$ cat src/hdl/bicz_pkg.sv
// Shared types, codes and kernel coefficient function for the bicubic image zoom block.
`timescale 1ns / 1ps
package bicz_pkg;

	typedef enum logic [3:0] {
		ST_IDLE,
		ST_PROD,
		ST_DIVA,
		ST_DIVQ,
		ST_DIVT,
		ST_WGT,
		ST_WCAP,
		ST_PIX,
		ST_FIN,
		ST_EMIT
	} seq_state_t;

	typedef enum logic [1:0] {
		MAC_LOAD,
		MAC_ADD,
		MAC_TOT,
		MAC_TSET
	} mac_mode_t;

	typedef struct packed {
		logic      en;
		mac_mode_t mode;
		logic      shift;
	} mac_cmd_t;

	localparam logic [2:0] REG_RATIO_NUM     = 3'd0;
	localparam logic [2:0] REG_RATIO_DEN     = 3'd1;
	localparam logic [2:0] REG_SOURCE_WIDTH  = 3'd2;
	localparam logic [2:0] REG_SOURCE_HEIGHT = 3'd3;
	localparam logic [2:0] REG_TARGET_WIDTH  = 3'd4;
	localparam logic [2:0] REG_TARGET_HEIGHT = 3'd5;
	localparam logic [2:0] REG_KERNEL_SHAPE  = 3'd6;

	localparam logic signed [17:0] K_ONE   = 18'sd4096;
	localparam logic signed [17:0] K_TWO   = 18'sd8192;
	localparam logic signed [17:0] K_THREE = 18'sd12288;

	localparam logic signed [63:0] WEIGHT_ROUND = 64'sd1 <<< 39;
	localparam logic signed [63:0] TOT_INIT     = 64'sd1 <<< 27;

	// Coefficient of t^power for the weight of one tap (tap 0 is base-1).
	function automatic logic signed [17:0] kernel_coef(input logic signed [13:0] a,
		input logic [1:0] tap, input logic [1:0] power);
		logic signed [17:0] a18;
		logic signed [17:0] r;
		a18 = 18'(a);
		r = '0;
		case (tap)
			2'd0: begin
				case (power)
					2'd3: r = a18;
					2'd2: r = -(a18 <<< 1);
					2'd1: r = a18;
					default: r = '0;
				endcase
			end
			2'd1: begin
				case (power)
					2'd3: r = a18 + K_TWO;
					2'd2: r = -(a18 + K_THREE);
					2'd1: r = '0;
					default: r = K_ONE;
				endcase
			end
			2'd2: begin
				case (power)
					2'd3: r = -(a18 + K_TWO);
					2'd2: r = (a18 <<< 1) + K_THREE;
					2'd1: r = -a18;
					default: r = '0;
				endcase
			end
			default: begin
				case (power)
					2'd3: r = -a18;
					2'd2: r = a18;
					default: r = '0;
				endcase
			end
		endcase
		return r;
	endfunction

endpackage

$ cat src/hdl/bicz_mac.sv
// Shared multiply-accumulate unit with a registered product and two accumulators.
`timescale 1ns / 1ps
module bicz_mac import bicz_pkg::*; (
	input  logic               clk,
	input  logic               arst_n,
	input  mac_cmd_t           cmd,
	input  logic signed [35:0] op_a,
	input  logic signed [17:0] op_b,
	input  logic signed [63:0] op_c,
	output logic signed [63:0] acc,
	output logic signed [63:0] tot
);
	mac_cmd_t           cmd_s1;
	logic signed [53:0] prod;
	logic signed [63:0] prod_s1;
	logic signed [63:0] c_s1;
	logic signed [63:0] acc_q;
	logic signed [63:0] tot_q;

	assign prod = op_a * op_b;

	always_ff @(posedge clk or negedge arst_n) begin
		if (!arst_n) begin
			cmd_s1 <= '0;
		end else begin
			cmd_s1 <= cmd;
		end
	end

	always_ff @(posedge clk) begin
		prod_s1 <= cmd.shift ? (64'(prod) <<< 24) : 64'(prod);
		c_s1    <= op_c;
		if (cmd_s1.en) begin
			case (cmd_s1.mode)
				MAC_LOAD: acc_q <= c_s1 + prod_s1;
				MAC_ADD:  acc_q <= acc_q + prod_s1;
				MAC_TOT:  tot_q <= tot_q + prod_s1;
				MAC_TSET: tot_q <= c_s1;
				default:  acc_q <= acc_q;
			endcase
		end
	end

	assign acc = acc_q;
	assign tot = tot_q;
endmodule

$ cat config.mk
export PLATFORM = sky130hd
export DESIGN_NAME = bicz_mac
export DESIGN_NICKNAME = d
export VERILOG_FILES = /design/src/hdl/bicz_pkg.sv /design/src/hdl/bicz_mac.sv
export SDC_FILE = /design/constraint.sdc
export NUM_CORES = 2
export LEC_CHECK = 0
export ABC_AREA = 1
export BUFFER_PORTS_ARGS = -buffer_cell sky130_fd_sc_hd__buf_2
export CAP_MARGIN = 0
export CORE_ASPECT_RATIO = 1.1
export CORE_MARGIN = 5
export CORE_UTILIZATION = 30
export CTS_CLUSTER_SIZE = 16
export DETAILED_ROUTE_END_ITERATION = 6
export PLACE_DENSITY_LB_ADDON = 0.08
export SLEW_MARGIN = 0
export SYNTH_ARGS = -nofsm -noshare
export SYNTH_HDL_FRONTEND = slang
export SYNTH_SLANG_ARGS = --single-unit
$ cat constraint.sdc
create_clock -name clk -period 4 [get_ports clk]
set_clock_uncertainty 0.1 [all_clocks]
set_input_delay 0.4 -clock clk [delete_from_list [all_inputs] [get_ports clk]]
set_output_delay 0.4 -clock clk [all_outputs]
set_load 0.01 [all_outputs]
Word-level counts from Yosys, hierarchy flattened
Index checks and enable logic that the tools add are counted.
- bits in registers: 259
- bits of input ports: 124
- output and inout port bits: 128
- logic and storage cells: 22
- add/subtract/negate cells: 3
- multipliers: 1
- equal/unequal tests: 3
- mux-type cells: 3
- reduce and logical (&&, ||, !) cells: 5
- operators with widths (operator ; count):
    $pmux 64 s2 ; 2
    $add 64x64->64 ; 3
    $mux 64 ; 1
    $mul 36x18->54 ; 1
    $eq 2x2->1 const B ; 2
    $reduce_and 2->1 ; 2
    $reduce_bool 2->1 ; 2
    $eq 2x1->1 const B ; 1
    $logic_not 2->1 ; 1

Depth between registers and ports, before layout
- word-level depth: 3
- depth in mapped cells: 31
- gate-level depth less buffers: 28

Worst setup path after synthesis
No wires, ideal clock.
- path type: input port to flip-flop
- start point: input port op_a[35]
- end point: register prod_s1[53]
- setup time: 0.113 ns
- arrival: 5.733 ns
- required time: 3.787 ns
- slack: -1.946 ns
- stages on the path: 23
- buffers on the path: 3
- cells stage by stage: clkbuf_1 > clkbuf_1 > nand2_1 > fa_1 > inv_1 > fa_1 > fa_1 > fa_1 > inv_1 > fa_1 > inv_1 > fa_1 > ha_1 > nand2_1 > nor3_1 > nand2_1 > nor2_1 > nand2_2 > nand3_2 > nand2_1 > nand3_2 > buf_6 > nand2_1
- word-level cells in the longest chain between the ends: 2
- ends and longest elaborated chain (what ; RTL line ; text):
    from (decl) ; bicz_mac.sv:7 ; input logic signed [35:0] op_a,
    $mul 36x18->54 ; bicz_mac.sv:20 ; assign prod = op_a * op_b;
    $mux 64 ; bicz_mac.sv:31 ; prod_s1 <= cmd.shift ? (64'(prod) <<< 24) : 64'(prod);
    to (signal assigned) ; bicz_mac.sv:31 ;
    to (decl) ; bicz_mac.sv:15 ; logic signed [63:0] prod_s1;
No other way between the ends.
A chain may end at the register's enable or synchronous reset.

Worst setup path after layout
- start point: input port op_b[3]
- end point: register prod_s1[34]
- word-level cells in the longest chain between the ends: 2
- ends and longest elaborated chain (what ; RTL line ; text):
    from (decl) ; bicz_mac.sv:8 ; input logic signed [17:0] op_b,
    $mul 36x18->54 ; bicz_mac.sv:20 ;
    $mux 64 ; bicz_mac.sv:31 ;
No other way between the ends.

==> run metrics <==
Std-Cell Rows 146; DR vias 40,460; aggregate routed wire length 186.6 mm; fin worst setup slack -1.184 ns; Synth cell types 48; filler instances 15,280; unrepaired setup endpoints after global routing true; leading area contributor after synthesis fa_1; final setup violating endpoints 57; diode count 0; Clock Pin Slew Worst Setup and Hold Paths 0.06 ns; Syn Inst Count 6,187; max_slew headroom 0.3944; Min-Delay Path Class primary input to register; Port Buffers 251; Clock Tree Root clkbuf_16; share of cells above drive strength 1 0.2438; worst-margin pin slew 0.9027 ns; number of global-route vias before repair 43,260; Mapped Nets 7,185; post-synthesis sequential area ratio 0.1501; hpwl dp 160.7 mm; required time worst endpoint 4.37 ns; nets 7,946; minimum clock period 5.184 ns; commonest register cell after synthesis edfxtp_1; CTS Buf Count 30; DR WL/cell 20.98 um; routability congestion estimate 0.9668; final hold vios 0; GRT Total Usage 0.2416; Post-synth EDFFs 128; Worst setup EP type register; slowest stage delay, CP 0.56 ns; Setup CP Type primary input to register; DR pass1 iterations 6; CP arrival 5.56 ns; Area contributors post-synth fa_1 (29%), nand2_1 (18%), inv_1 (14%), edfxtp_1 (8.9%), ha_1 (7.4%); async set-reset flop share out of synthesis 0.01158; CTS Sinks 259; global route overflow 0; core footprint 143,600 sq um; Yosys reg bits 259; Synth Cell Area 43,180 sq um; Yosys Warn Count 0; Die Area 151,600 sq um; I/O pins 252; CTS max path bufs 3; Via density 4.548; failing checks setup timing; DRC violations left 0; largest net degree at the start of global routing 51; post-route ant nets 0; Die X 371.7 um; outcome finished, violations left; syn avg cell area 6.979 sq um; Starting Density 0.3007; worst skew pair latency 0.62 ns; Synth top area share 0.2870; Die Ht 407.9 um; drt first-iter violations 1,747; Critical Path Slowest Stage Cell fa_2; Final Hold Slack 0.3178 ns; max cap viols 0; Tcrit/Tclk final 1.296; Final Slew Violations 0; initial antenna violation count 2; crit path max fanout 8; first-pass GRT wire length 272.3 mm; element type at the critical path start primary input; Layout area overhead 33.29%; CTS tree yes; fmax 192.9 MHz; H-tree levels 1
==> routing by layer <==
| metal | track usage | wire length, um | up-vias |
|---|---|---|---|
| met5 | 0 | 13 | - |
| met4 | 0.1031 | 11030 | 2 |
| met3 | 0.01301 | 5163 | 304 |
| met2 | 0.4721 | 99200 | 809 |
| met1 | 0.2676 | 71200 | 19580 |
| li1 | - | - | 19770 |
==> cell families after synthesis <==
| kind of cell | share of synthesized area |
|---|---|
| AOI/OAI and AO/OA | 0.04129 |
| xor gates and xnor gates | 0.01521 |
| adders and majority gates | 0.3609 |
| buffers and inverters | 0.1534 |
| DFF | 0.1501 |
| muxes | 0.01666 |
| and+or+nand+nor | 0.2624 |
==> worst max-delay path, delay by kind of cell <==
family,cells,cell delay (ns)
AO/OA/AOI/OAI,3,0.30
buffers and inverters,11,0.97
AND/OR/NAND/NOR,6,0.51
adder cells (fa/ha/maj),7,3.36
==> synthesized netlist by cell type (10+ instances only) <==
cell	count
o21bai_1	23
fa_1	619
nor3_1	36
a21oi_1	180
xor2_1	44
nor4_1	10
xnor2_1	31
nand3_1	247
nand2_1	2032
edfxtp_1	128
nand4_1	57
clkbuf_1	150
mux2_2	63
buf_1	15
or2_2	20
ha_1	255
inv_1	1581
nor2_1	367
o21ai_0	117
dfxtp_1	128
nand3b_1	17
==> flip-flops by register name, summed over array words and instances, names as in the netlist <==
| name | count |
|---|---|
| acc | 64 |
| c_s1 | 64 |
| cmd_s1 | 3 |
| prod_s1 | 64 |
| tot | 64 |
==> area by class of cell <==
cell class | count | area [sq um] | share of cell area
Tap cell | 1924 | 2407 | 0.04183
Multi-Input combinational cell | 4169 | 33360 | 0.5797
Clock inverter | 13 | 92.59 | 0.001609
Clock buffer | 43 | 923.4 | 0.01604
Inverter | 1586 | 5988 | 0.1041
Timing Repair Buffer | 902 | 8294 | 0.1441
Sequential cell | 259 | 6481 | 0.1126
==> layout by cell type (no fill, tap or decap), types with 14 or more instances in the layout <==
cell,instances
ha_1,203
inv_2,167
buf_8,14
o21bai_1,17
dlygate4sd3_1,69
a21oi_1,148
xnor2_1,25
xor2_1,39
edfxtp_1,128
nand2_1,1795
nor3_1,23
nand2_4,90
a21oi_2,19
or2_2,14
buf_2,205
fa_2,64
nand2_2,148
nor2_1,295
nand3_2,34
mux2_2,63
nand3_1,210
nor2_2,26
nand4_1,57
o21ai_0,93
nor2_4,51
buf_6,103
o21ai_1,20
buf_12,81
ha_4,51
nand3b_1,17
dfxtp_1,128
buf_4,411
fa_1,555
inv_1,1406
clkbuf_16,38
==> per-stage QoR <==
stage | worst slack [ns] | util | setup TNS [ns] | cell area, sq um | cells
6_report | -1.184 | 0.4008 | -57.48 | 57550 | 8896
5_1_grt | -1.367 | 0.4008 | -67.47 | 57550 | 8896
4_1_cts | -1.231 | 0.3884 | -59.89 | 55770 | 8843
3_5_place_dp | -2.356 | 0.3564 | -116.27 | 51170 | 8626
3_3_place_gp | -2.331 | 0.3564 | -114.90 | 51170 | 8626
2_1_floorplan | -1.448 | - | -65.89 | 45230 | 6187
==> timing repair <==
action | 4_1_cts | 5_1_grt
resized for setup | 522 | 430
gates cloned | 11 | 5
hold buffers | 69 | 0
setup endpoints to repair | 58 | 58
hold endpoints to repair | 70 | 0
pin swaps | 238 | 285
setup buffers | 83 | 58
==> worst paths after layout <==
check                           startpoint          end  slack (ns)  depth (start not counted)
worst max-delay path               op_b[3]  prod_s1[34]       -1.18                         27
worst min-delay path              op_c[54]     c_s1[54]        0.32                          2
worst max register to register   cmd_s1[2]      acc[42]        0.19                         15
worst min register to register     c_s1[0]       tot[0]        0.43                          2
max in group asynchronous           arst_n    cmd_s1[1]        3.07                          3
min in group asynchronous           arst_n    cmd_s1[2]        0.59                          3
Power is left out: the tool's default activity adds up to more than one toggle a clock period on the data nets, which glitch-free logic cannot reach.
