--- src/hdl/bicz_pkg.sv ---
// Shared types, codes and kernel coefficient function for the bicubic image zoom block.
`timescale 1ns / 1ps
package bicz_pkg;

	typedef enum logic [3:0] {
		ST_IDLE,
		ST_PROD,
		ST_DIVA,
		ST_DIVQ,
		ST_DIVT,
		ST_WGT,
		ST_WCAP,
		ST_PIX,
		ST_FIN,
		ST_EMIT
	} seq_state_t;

	typedef enum logic [1:0] {
		MAC_LOAD,
		MAC_ADD,
		MAC_TOT,
		MAC_TSET
	} mac_mode_t;

	typedef struct packed {
		logic      en;
		mac_mode_t mode;
		logic      shift;
	} mac_cmd_t;

	localparam logic [2:0] REG_RATIO_NUM     = 3'd0;
	localparam logic [2:0] REG_RATIO_DEN     = 3'd1;
	localparam logic [2:0] REG_SOURCE_WIDTH  = 3'd2;
	localparam logic [2:0] REG_SOURCE_HEIGHT = 3'd3;
	localparam logic [2:0] REG_TARGET_WIDTH  = 3'd4;
	localparam logic [2:0] REG_TARGET_HEIGHT = 3'd5;
	localparam logic [2:0] REG_KERNEL_SHAPE  = 3'd6;

	localparam logic signed [17:0] K_ONE   = 18'sd4096;
	localparam logic signed [17:0] K_TWO   = 18'sd8192;
	localparam logic signed [17:0] K_THREE = 18'sd12288;

	localparam logic signed [63:0] WEIGHT_ROUND = 64'sd1 <<< 39;
	localparam logic signed [63:0] TOT_INIT     = 64'sd1 <<< 27;

	// Coefficient of t^power for the weight of one tap (tap 0 is base-1).
	function automatic logic signed [17:0] kernel_coef(input logic signed [13:0] a,
		input logic [1:0] tap, input logic [1:0] power);
		logic signed [17:0] a18;
		logic signed [17:0] r;
		a18 = 18'(a);
		r = '0;
		case (tap)
			2'd0: begin
				case (power)
					2'd3: r = a18;
					2'd2: r = -(a18 <<< 1);
					2'd1: r = a18;
					default: r = '0;
				endcase
			end
			2'd1: begin
				case (power)
					2'd3: r = a18 + K_TWO;
					2'd2: r = -(a18 + K_THREE);
					2'd1: r = '0;
					default: r = K_ONE;
				endcase
			end
			2'd2: begin
				case (power)
					2'd3: r = -(a18 + K_TWO);
					2'd2: r = (a18 <<< 1) + K_THREE;
					2'd1: r = -a18;
					default: r = '0;
				endcase
			end
			default: begin
				case (power)
					2'd3: r = -a18;
					2'd2: r = a18;
					default: r = '0;
				endcase
			end
		endcase
		return r;
	endfunction

endpackage

--- src/hdl/bicz_div.sv ---
// Restoring divider producing one quotient bit per cycle.
`timescale 1ns / 1ps
module bicz_div import bicz_pkg::*; (
	input  logic        clk,
	input  logic        arst_n,
	input  logic        start,
	input  logic [13:0] num,
	input  logic [13:0] rem_init,
	input  logic [23:0] dividend,
	input  logic [4:0]  steps,
	output logic        busy,
	output logic [23:0] quo,
	output logic [13:0] rem
);
	logic        busy_q;
	logic [4:0]  cnt_q;
	logic [13:0] rem_q;
	logic [13:0] dsr_q;
	logic [23:0] quo_q;
	logic [14:0] shifted;
	logic [14:0] diff;
	logic        ge;

	assign shifted = {rem_q, quo_q[23]};
	assign ge      = shifted >= {1'b0, dsr_q};
	assign diff    = shifted - {1'b0, dsr_q};

	always_ff @(posedge clk or negedge arst_n) begin
		if (!arst_n) begin
			busy_q <= 1'b0;
			cnt_q  <= '0;
		end else if (start) begin
			busy_q <= 1'b1;
			cnt_q  <= steps;
		end else if (busy_q) begin
			cnt_q <= cnt_q - 5'd1;
			if (cnt_q == 5'd1) begin
				busy_q <= 1'b0;
			end
		end
	end

	always_ff @(posedge clk) begin
		if (start) begin
			rem_q <= rem_init;
			quo_q <= dividend;
			dsr_q <= (num == 14'd0) ? 14'd1 : num;
		end else if (busy_q) begin
			rem_q <= ge ? diff[13:0] : shifted[13:0];
			quo_q <= {quo_q[22:0], ge};
		end
	end

	assign busy = busy_q;
	assign quo  = quo_q;
	assign rem  = rem_q;
endmodule

--- config.mk ---
export PLATFORM = sky130hd
export DESIGN_NAME = bicz_div
export DESIGN_NICKNAME = d
export VERILOG_FILES = /design/src/hdl/bicz_pkg.sv /design/src/hdl/bicz_div.sv
export SDC_FILE = /design/constraint.sdc
export NUM_CORES = 1
export LEC_CHECK = 0
export BUFFER_PORTS_ARGS = -buffer_cell sky130_fd_sc_hd__clkbuf_2
export CORE_MARGIN = 2
export CORE_UTILIZATION = 45
export CTS_BUF_LIST = sky130_fd_sc_hd__clkbuf_16
export DETAILED_ROUTE_END_ITERATION = 12
export GPL_ROUTABILITY_DRIVEN = 0
export GPL_TIMING_DRIVEN = 0
export MAX_ROUTING_LAYER = met4
export PLACE_DENSITY_LB_ADDON = 0.08
export SYNTH_ARGS = -nofsm -noshare
export SYNTH_HDL_FRONTEND = slang
export SYNTH_SLANG_ARGS = --single-unit
--- constraint.sdc ---
create_clock -name clk -period 2.65 [get_ports clk]
set_input_delay 0.3975 -clock clk [delete_from_list [all_inputs] [get_ports clk]]
set_output_delay 0.3975 -clock clk [all_outputs]
set_load 0.02 [all_outputs]
== After elaboration in Yosys (flattened, before gate mapping) ==
Index checks and enable logic that the tools add are counted.
Storage, ports and cells
  word-level logic and storage cells: 21
  register bits: 58
  input port bits: 60
Operators by class
  muxes and demuxes: 10
  reductions and logical operators: 2
  add/subtract/negate cells: 2
  equal/unequal tests: 1
  magnitude comparators: 1
Operators by type and width (number)
  24-bit two-way mux: 2
  14-bit two-way mux: 3
  15-bit by 14-bit >= comparator with 1-bit output: 1
  14-bit zero test: 1
  14-bit subtractor: 1
  5-bit two-way mux: 2
  5-bit by 1-bit equality test with 1-bit output, second input constant: 1
  5-bit by 1-bit subtractor with 5-bit output, second input constant: 1
  1-bit two-way mux: 3
  2-bit nonzero test: 1

== Depth between registers and ports, before layout ==
  depth in word-level cells: 4
  mapped depth: 10
  gate-level depth less buffers: 9

== Worst setup path after synthesis ==
No wires, ideal clock.
  path kind: flip-flop to flip-flop
  start: register rem_q[11], in the netlist rem[11]
  end: register rem_q[3], in the netlist rem[3], data pin
  period minus slack after synthesis: 2.437 ns
  arrival: 2.176 ns
  path slack: 0.213 ns
  buffers on the path: 2
  stages on the path, launching flop included: 9
  data required time: 2.389 ns
  path through: edfxtp_1 -> ha_1 -> buf_4 -> a21o_1 -> a211oi_2 -> o41a_1 -> nand3_2 -> buf_6 -> a221o_1
On the way
  longest elaborated chain between the ends: 4
RTL lines
  start: declaration: RTL line bicz_div.sv:17  | logic [13:0] rem_q;
  start signal: assignment: RTL line bicz_div.sv:45  | rem_q <= rem_init;
  start signal: assignment: RTL line bicz_div.sv:49  | rem_q <= ge ? diff[13:0] : shifted[13:0];
  15-bit by 14-bit >= comparator with 1-bit output: RTL line bicz_div.sv:25  | assign ge = shifted >= {1'b0, dsr_q};
  14-bit two-way mux: RTL line bicz_div.sv:49
  14-bit two-way mux: RTL line bicz_div.sv:48  | end else if (busy_q) begin
  14-bit two-way mux: RTL line bicz_div.sv:44  | if (start) begin
Every way passes these cells. The select of a mux whose other input is x is not followed.
A chain may end at the register's enable or synchronous reset.

== Worst setup path after layout ==
  start: register quo_q[23], in the netlist quo[23]
  end: register rem_q[12], in the netlist rem[12], data pin
On the way
  longest elaborated chain between the ends: 4
  elaborated cells on any way between the ends: 5
  those cells by class: add/sub: 1; order compare: 1; mux: 3
RTL lines
  start: declaration: RTL line bicz_div.sv:19  | logic [23:0] quo_q;
  start signal: assignment: RTL line bicz_div.sv:46  | quo_q <= dividend;
  start signal: assignment: RTL line bicz_div.sv:50  | quo_q <= {quo_q[22:0], ge};
  14-bit subtractor / 15-bit by 14-bit >= comparator with 1-bit output (equally long branches): RTL line bicz_div.sv:26, bicz_div.sv:25
  14-bit two-way mux *: RTL line bicz_div.sv:49
  14-bit two-way mux *: RTL line bicz_div.sv:48
  14-bit two-way mux *: RTL line bicz_div.sv:44
Every way passes the cells marked *; elsewhere a longest branch is shown, timed or not. The select of a mux whose other input is x is not followed.

==> insert_results.sql <==
INSERT INTO impl_metrics (metric_group, metric, value, unit) VALUES
('outcome', 'run_status', 'finished clean', ''),
('timing', 'postLayoutSetupSlackWorst', '0.0904', 'ns'),
('synthesis', 'asyncSetResetFlopFracSynth', '0.103', ''),
('global_routing', 'first_global_vias', '2710', ''),
('clock_tree', 'clk_path_buf_depth', '2', ''),
('drt', 'drtPass1Iterations', '4', ''),
('synthesis', 'synth-seq-area-share', '0.501', ''),
('pwr', 'vdd_ir_drop_max', '0.449', 'mV'),
('timing', 'rsz_0062_raised_after_global_routing', 'no', ''),
('critical_path', 'worst_setup_path_start_kind', 'flop', ''),
('critical_path', 'r2r_end', 'rem[12]$_DFFE_PP_', ''),
('synthesis', 'syn_inst', '304', ''),
('critical_path', 'timing.critical_path.fanout_max', '3', ''),
('clock_tree', 'cts.sinks', '58', ''),
('timing', 'min_period', '2.56', 'ns'),
('cells_and_area', 'fraction_of_final_layout_cells_with_drive_strength_greater_than_1', '0.343', ''),
('cells_and_area', 'fin_nets', '495', ''),
('drt', 'drt-wirelength-per-cell', '15.8', 'µm'),
('clock_tree', 'clock_tree.root_cell', 'clkbuf_16', ''),
('pwr', 'static-leakage-power', '0.00198', 'µW'),
('global_routing', 'grt_pass1_wl', '13400', 'µm'),
('synthesis', 'mappedNetlistNets', '381', ''),
('timing', 'period_share', '0.966', ''),
('synthesis', 'synth_area_per_cell', '11.2', 'µm²'),
('drt', 'wl', '8230', 'µm'),
('drt', 'vias', '2753', ''),
('timing', 'timing.max_slew.rel_slack', '0.576', ''),
('global_routing', 'overflow', '0', ''),
('global_routing', 'grt_antenna_before_repair', '0', ''),
('floorplanning', 'die_h', '91.1', 'µm'),
('critical_path', 'start_to_end_type_of_the_worst_setup_path', 'reg -> reg', ''),
('critical_path', 'worst_setup_path_endpoint', 'rem[12]$_DFFE_PP_', ''),
('floorplanning', 'coreArea', '7290', 'µm²'),
('clock_tree', 'clock_tree.htree_level_count', '3', ''),
('clock_tree', 'cts_tree', 'built', ''),
('critical_path', 'cp.arrival', '2.61', 'ns'),
('clock_tree', 'worstSkewPairLatency', '0.33', 'ns'),
('critical_path', 'critical_path_buf_inv_count', '1', ''),
('floorplanning', 'initial_utilization', '0.468', ''),
('run', 'drv.max_cap_violation_count', '0', ''),
('synthesis', 'synthesis.yosys.warnings', '0', ''),
('critical_path', 'critical_path.top_delay_family', 'compound AO/OA/AOI/OAI gates', ''),
('drt', 'ant_nets', '0', ''),
('cells_and_area', 'final_core_utilization', '0.610', ''),
('timing', 'clock-skew-final', '0.00668', 'ns'),
('critical_path', 'rr_worst_depth', '9', ''),
('critical_path', 'timing.critical_path.cells', 'inv_1, ha_1, fa_1, nand2b_1, a211oi_2, nor3_1, and4_1, o311ai_2, o311ai_1', ''),
('global_routing', 'grt_start_max_net_pins', '30', ''),
('global_routing', 'grt_util_all_layers', '0.215', ''),
('synthesis', 'yosys.cell_types.count', '57', ''),
('floorplanning', 'fp.dieArea', '8300', 'µm²'),
('timing', 'setup-violations-final', '0', ''),
('pwr', 'power.density_cell_area', '1090', 'nW/µm²'),
('placed_design', 'post-dp-hpwl', '6120', 'µm'),
('placed_design', 'place.port_buffers', '98', ''),
('cells_and_area', 'n_antenna_cell', '0', ''),
('synthesis', 'synth_enable_flop_cells', '52', ''),
('cells_and_area', 'fillCellCount', '666', ''),
('cells_and_area', 'syn_to_final_growth', '30.2', '%'),
('floorplanning', 'floorplan.die.width', '91.1', 'µm'),
('min_path', 'worstHoldPathType', 'in -> reg', ''),
('drt', 'number_of_vias_per_cell', '5.27', ''),
('critical_path', 'critical-path-max-stage-delay', '0.43', 'ns'),
('cells_and_area', 'combined_area_of_the_multi_input_logic_cells', '1530', 'µm²'),
('placed_design', 'placement.setup.worst_slack', '-0.0540', 'ns'),
('synthesis', 'ys_ff_latch', '58', ''),
('cells_and_area', 'ff_latch_area', '1710', 'µm²'),
('synthesis', 'synth_ff_type', 'edfxtp_1', ''),
('critical_path', 'worst_setup_path_startpoint', 'quo[23]$_DFFE_PP_', ''),
('timing', 'report.final.slew_viol_count', '0', ''),
('critical_path', 'worstSetupEndpointType', 'flop', '');
==> timing repair <==
action	4_1_cts	5_1_grt
buffers inserted	1	2
endpoints found under the hold margin	6	0
gates resized for setup	1	4
hold buffers	1	0
setup endpoints to repair	1	8
==> worst min-delay path by stage <==
stage | start | end | slack, ns | cells past startpoint
2_1_floorplan | arst_n | busy$_DFF_PN0_ | 0.10 | 0
3_3_place_gp | arst_n | cnt_q[4]$_DFFE_PN0P_ | 0.23 | 1
3_5_place_dp | arst_n | cnt_q[1]$_DFFE_PN0P_ | 0.24 | 1
4_1_cts | steps[1] | cnt_q[1]$_DFFE_PN0P_ | 0.28 | 3
5_1_grt | steps[4] | cnt_q[4]$_DFFE_PN0P_ | 0.29 | 3
6_report | steps[2] | cnt_q[2]$_DFFE_PN0P_ | 0.28 | 3
==> worst register-to-register path, stage by stage (launching register included) <==
cell      delay, ns
edfxtp_1       0.38
inv_1          0.06
ha_1           0.21
fa_1           0.43
nand2b_1       0.20
a211oi_2       0.21
nor3_1         0.13
and4_1         0.23
o311ai_2       0.29
o311ai_1       0.15
==> layout make-up <==
cell class,instances,share of cell area
plain buffers,24,0.0253
clock buffers,9,0.0507
clock inverters,7,0.0245
inverters,24,0.0203
multi-input cells,198,0.344
flip-flops and latches,58,0.385
well taps,99,0.0279
repair buffers,103,0.122
==> cells by family (layout without fill, tap and decap cells) <==
kind of cell | Yosys count | after routing | share of synthesized area
AOI/OAI and AO/OA | 58 | 58 | 0.120
muxes | 32 | 32 | 0.103
DFF | 58 | 58 | 0.501
buffers and inverters | 48 | 167 | 0.0594
adders and majority gates | 17 | 17 | 0.0645
xor gates and xnor gates | 12 | 12 | 0.0308
and+or+nand+nor | 79 | 79 | 0.121
==> routing by layer <==
metal | wire length [µm] | global-route usage
met1 | 3670 | 0.279
met3 | 385 | 0.0357
met2 | 4010 | 0.335
met5 | 0 | -
met4 | 155 | 0.0909
==> synth_stat cells, types with 5 or more instances <==
cell       n  area share
a21o_1     5       0.011
a21oi_1   14       0.021
clkbuf_1  18       0.020
dfrtp_1    6       0.044
edfxtp_1  52        0.46
ha_1      16       0.059
inv_1     23       0.025
mux2_1    10       0.033
mux2_2    16       0.053
mux2i_1    6       0.018
nand2_1   19       0.021
nand3_1    6      0.0088
nor2_1    19       0.021
nor3_1     6      0.0088
nor4_1     5      0.0092
o21ai_0    6      0.0088
o21ai_1    5      0.0073
o311ai_1   5       0.013
xnor2_1    5       0.013
xor2_1     7       0.018
==> flip-flops by register name (all words and copies together) (netlist names) <==
name,count
busy,1
cnt_q,5
quo,24
dsr_q,14
rem,14
==> stage by stage <==
stage | power [µW] | hold slack (ns) | instance area (µm²) | setup TNS, ns | instances
6_report | 4820 | 0.283 | 4450 | 0 | 522
2_1_floorplan | 2900 | 0.102 | 3410 | 0 | 304
3_5_place_dp | 3440 | 0.238 | 4050 | -0.0540 | 502
3_3_place_gp | 3400 | 0.233 | 4030 | -26.36 | 501
4_1_cts | 4780 | 0.280 | 4410 | 0 | 520
5_1_grt | 5130 | 0.288 | 4450 | 0 | 522
==> power breakdown <==
| group | switching, µW | leakage [µW] | internal, µW | total [µW] |
|---|---|---|---|---|
| registers | 160 | 0.000606 | 1260 | 1420 |
| clock network | 403 | 0.000162 | 907 | 1310 |
| logic | 1200 | 0.00121 | 887 | 2090 |
==> cells in the final DEF (no fill, tap or decap), drive strengths merged, types with 6 or more instances in the layout <==
cell type,count
ha,16
o21ai,11
edfxtp,52
mux2i,6
dfrtp,6
xor2,7
nand3,8
inv,25
a21oi,14
nand2,19
buf,10
nor2,19
clkbuf,125
mux2,26
nor3,6
(Power assumes the default switching activity.)
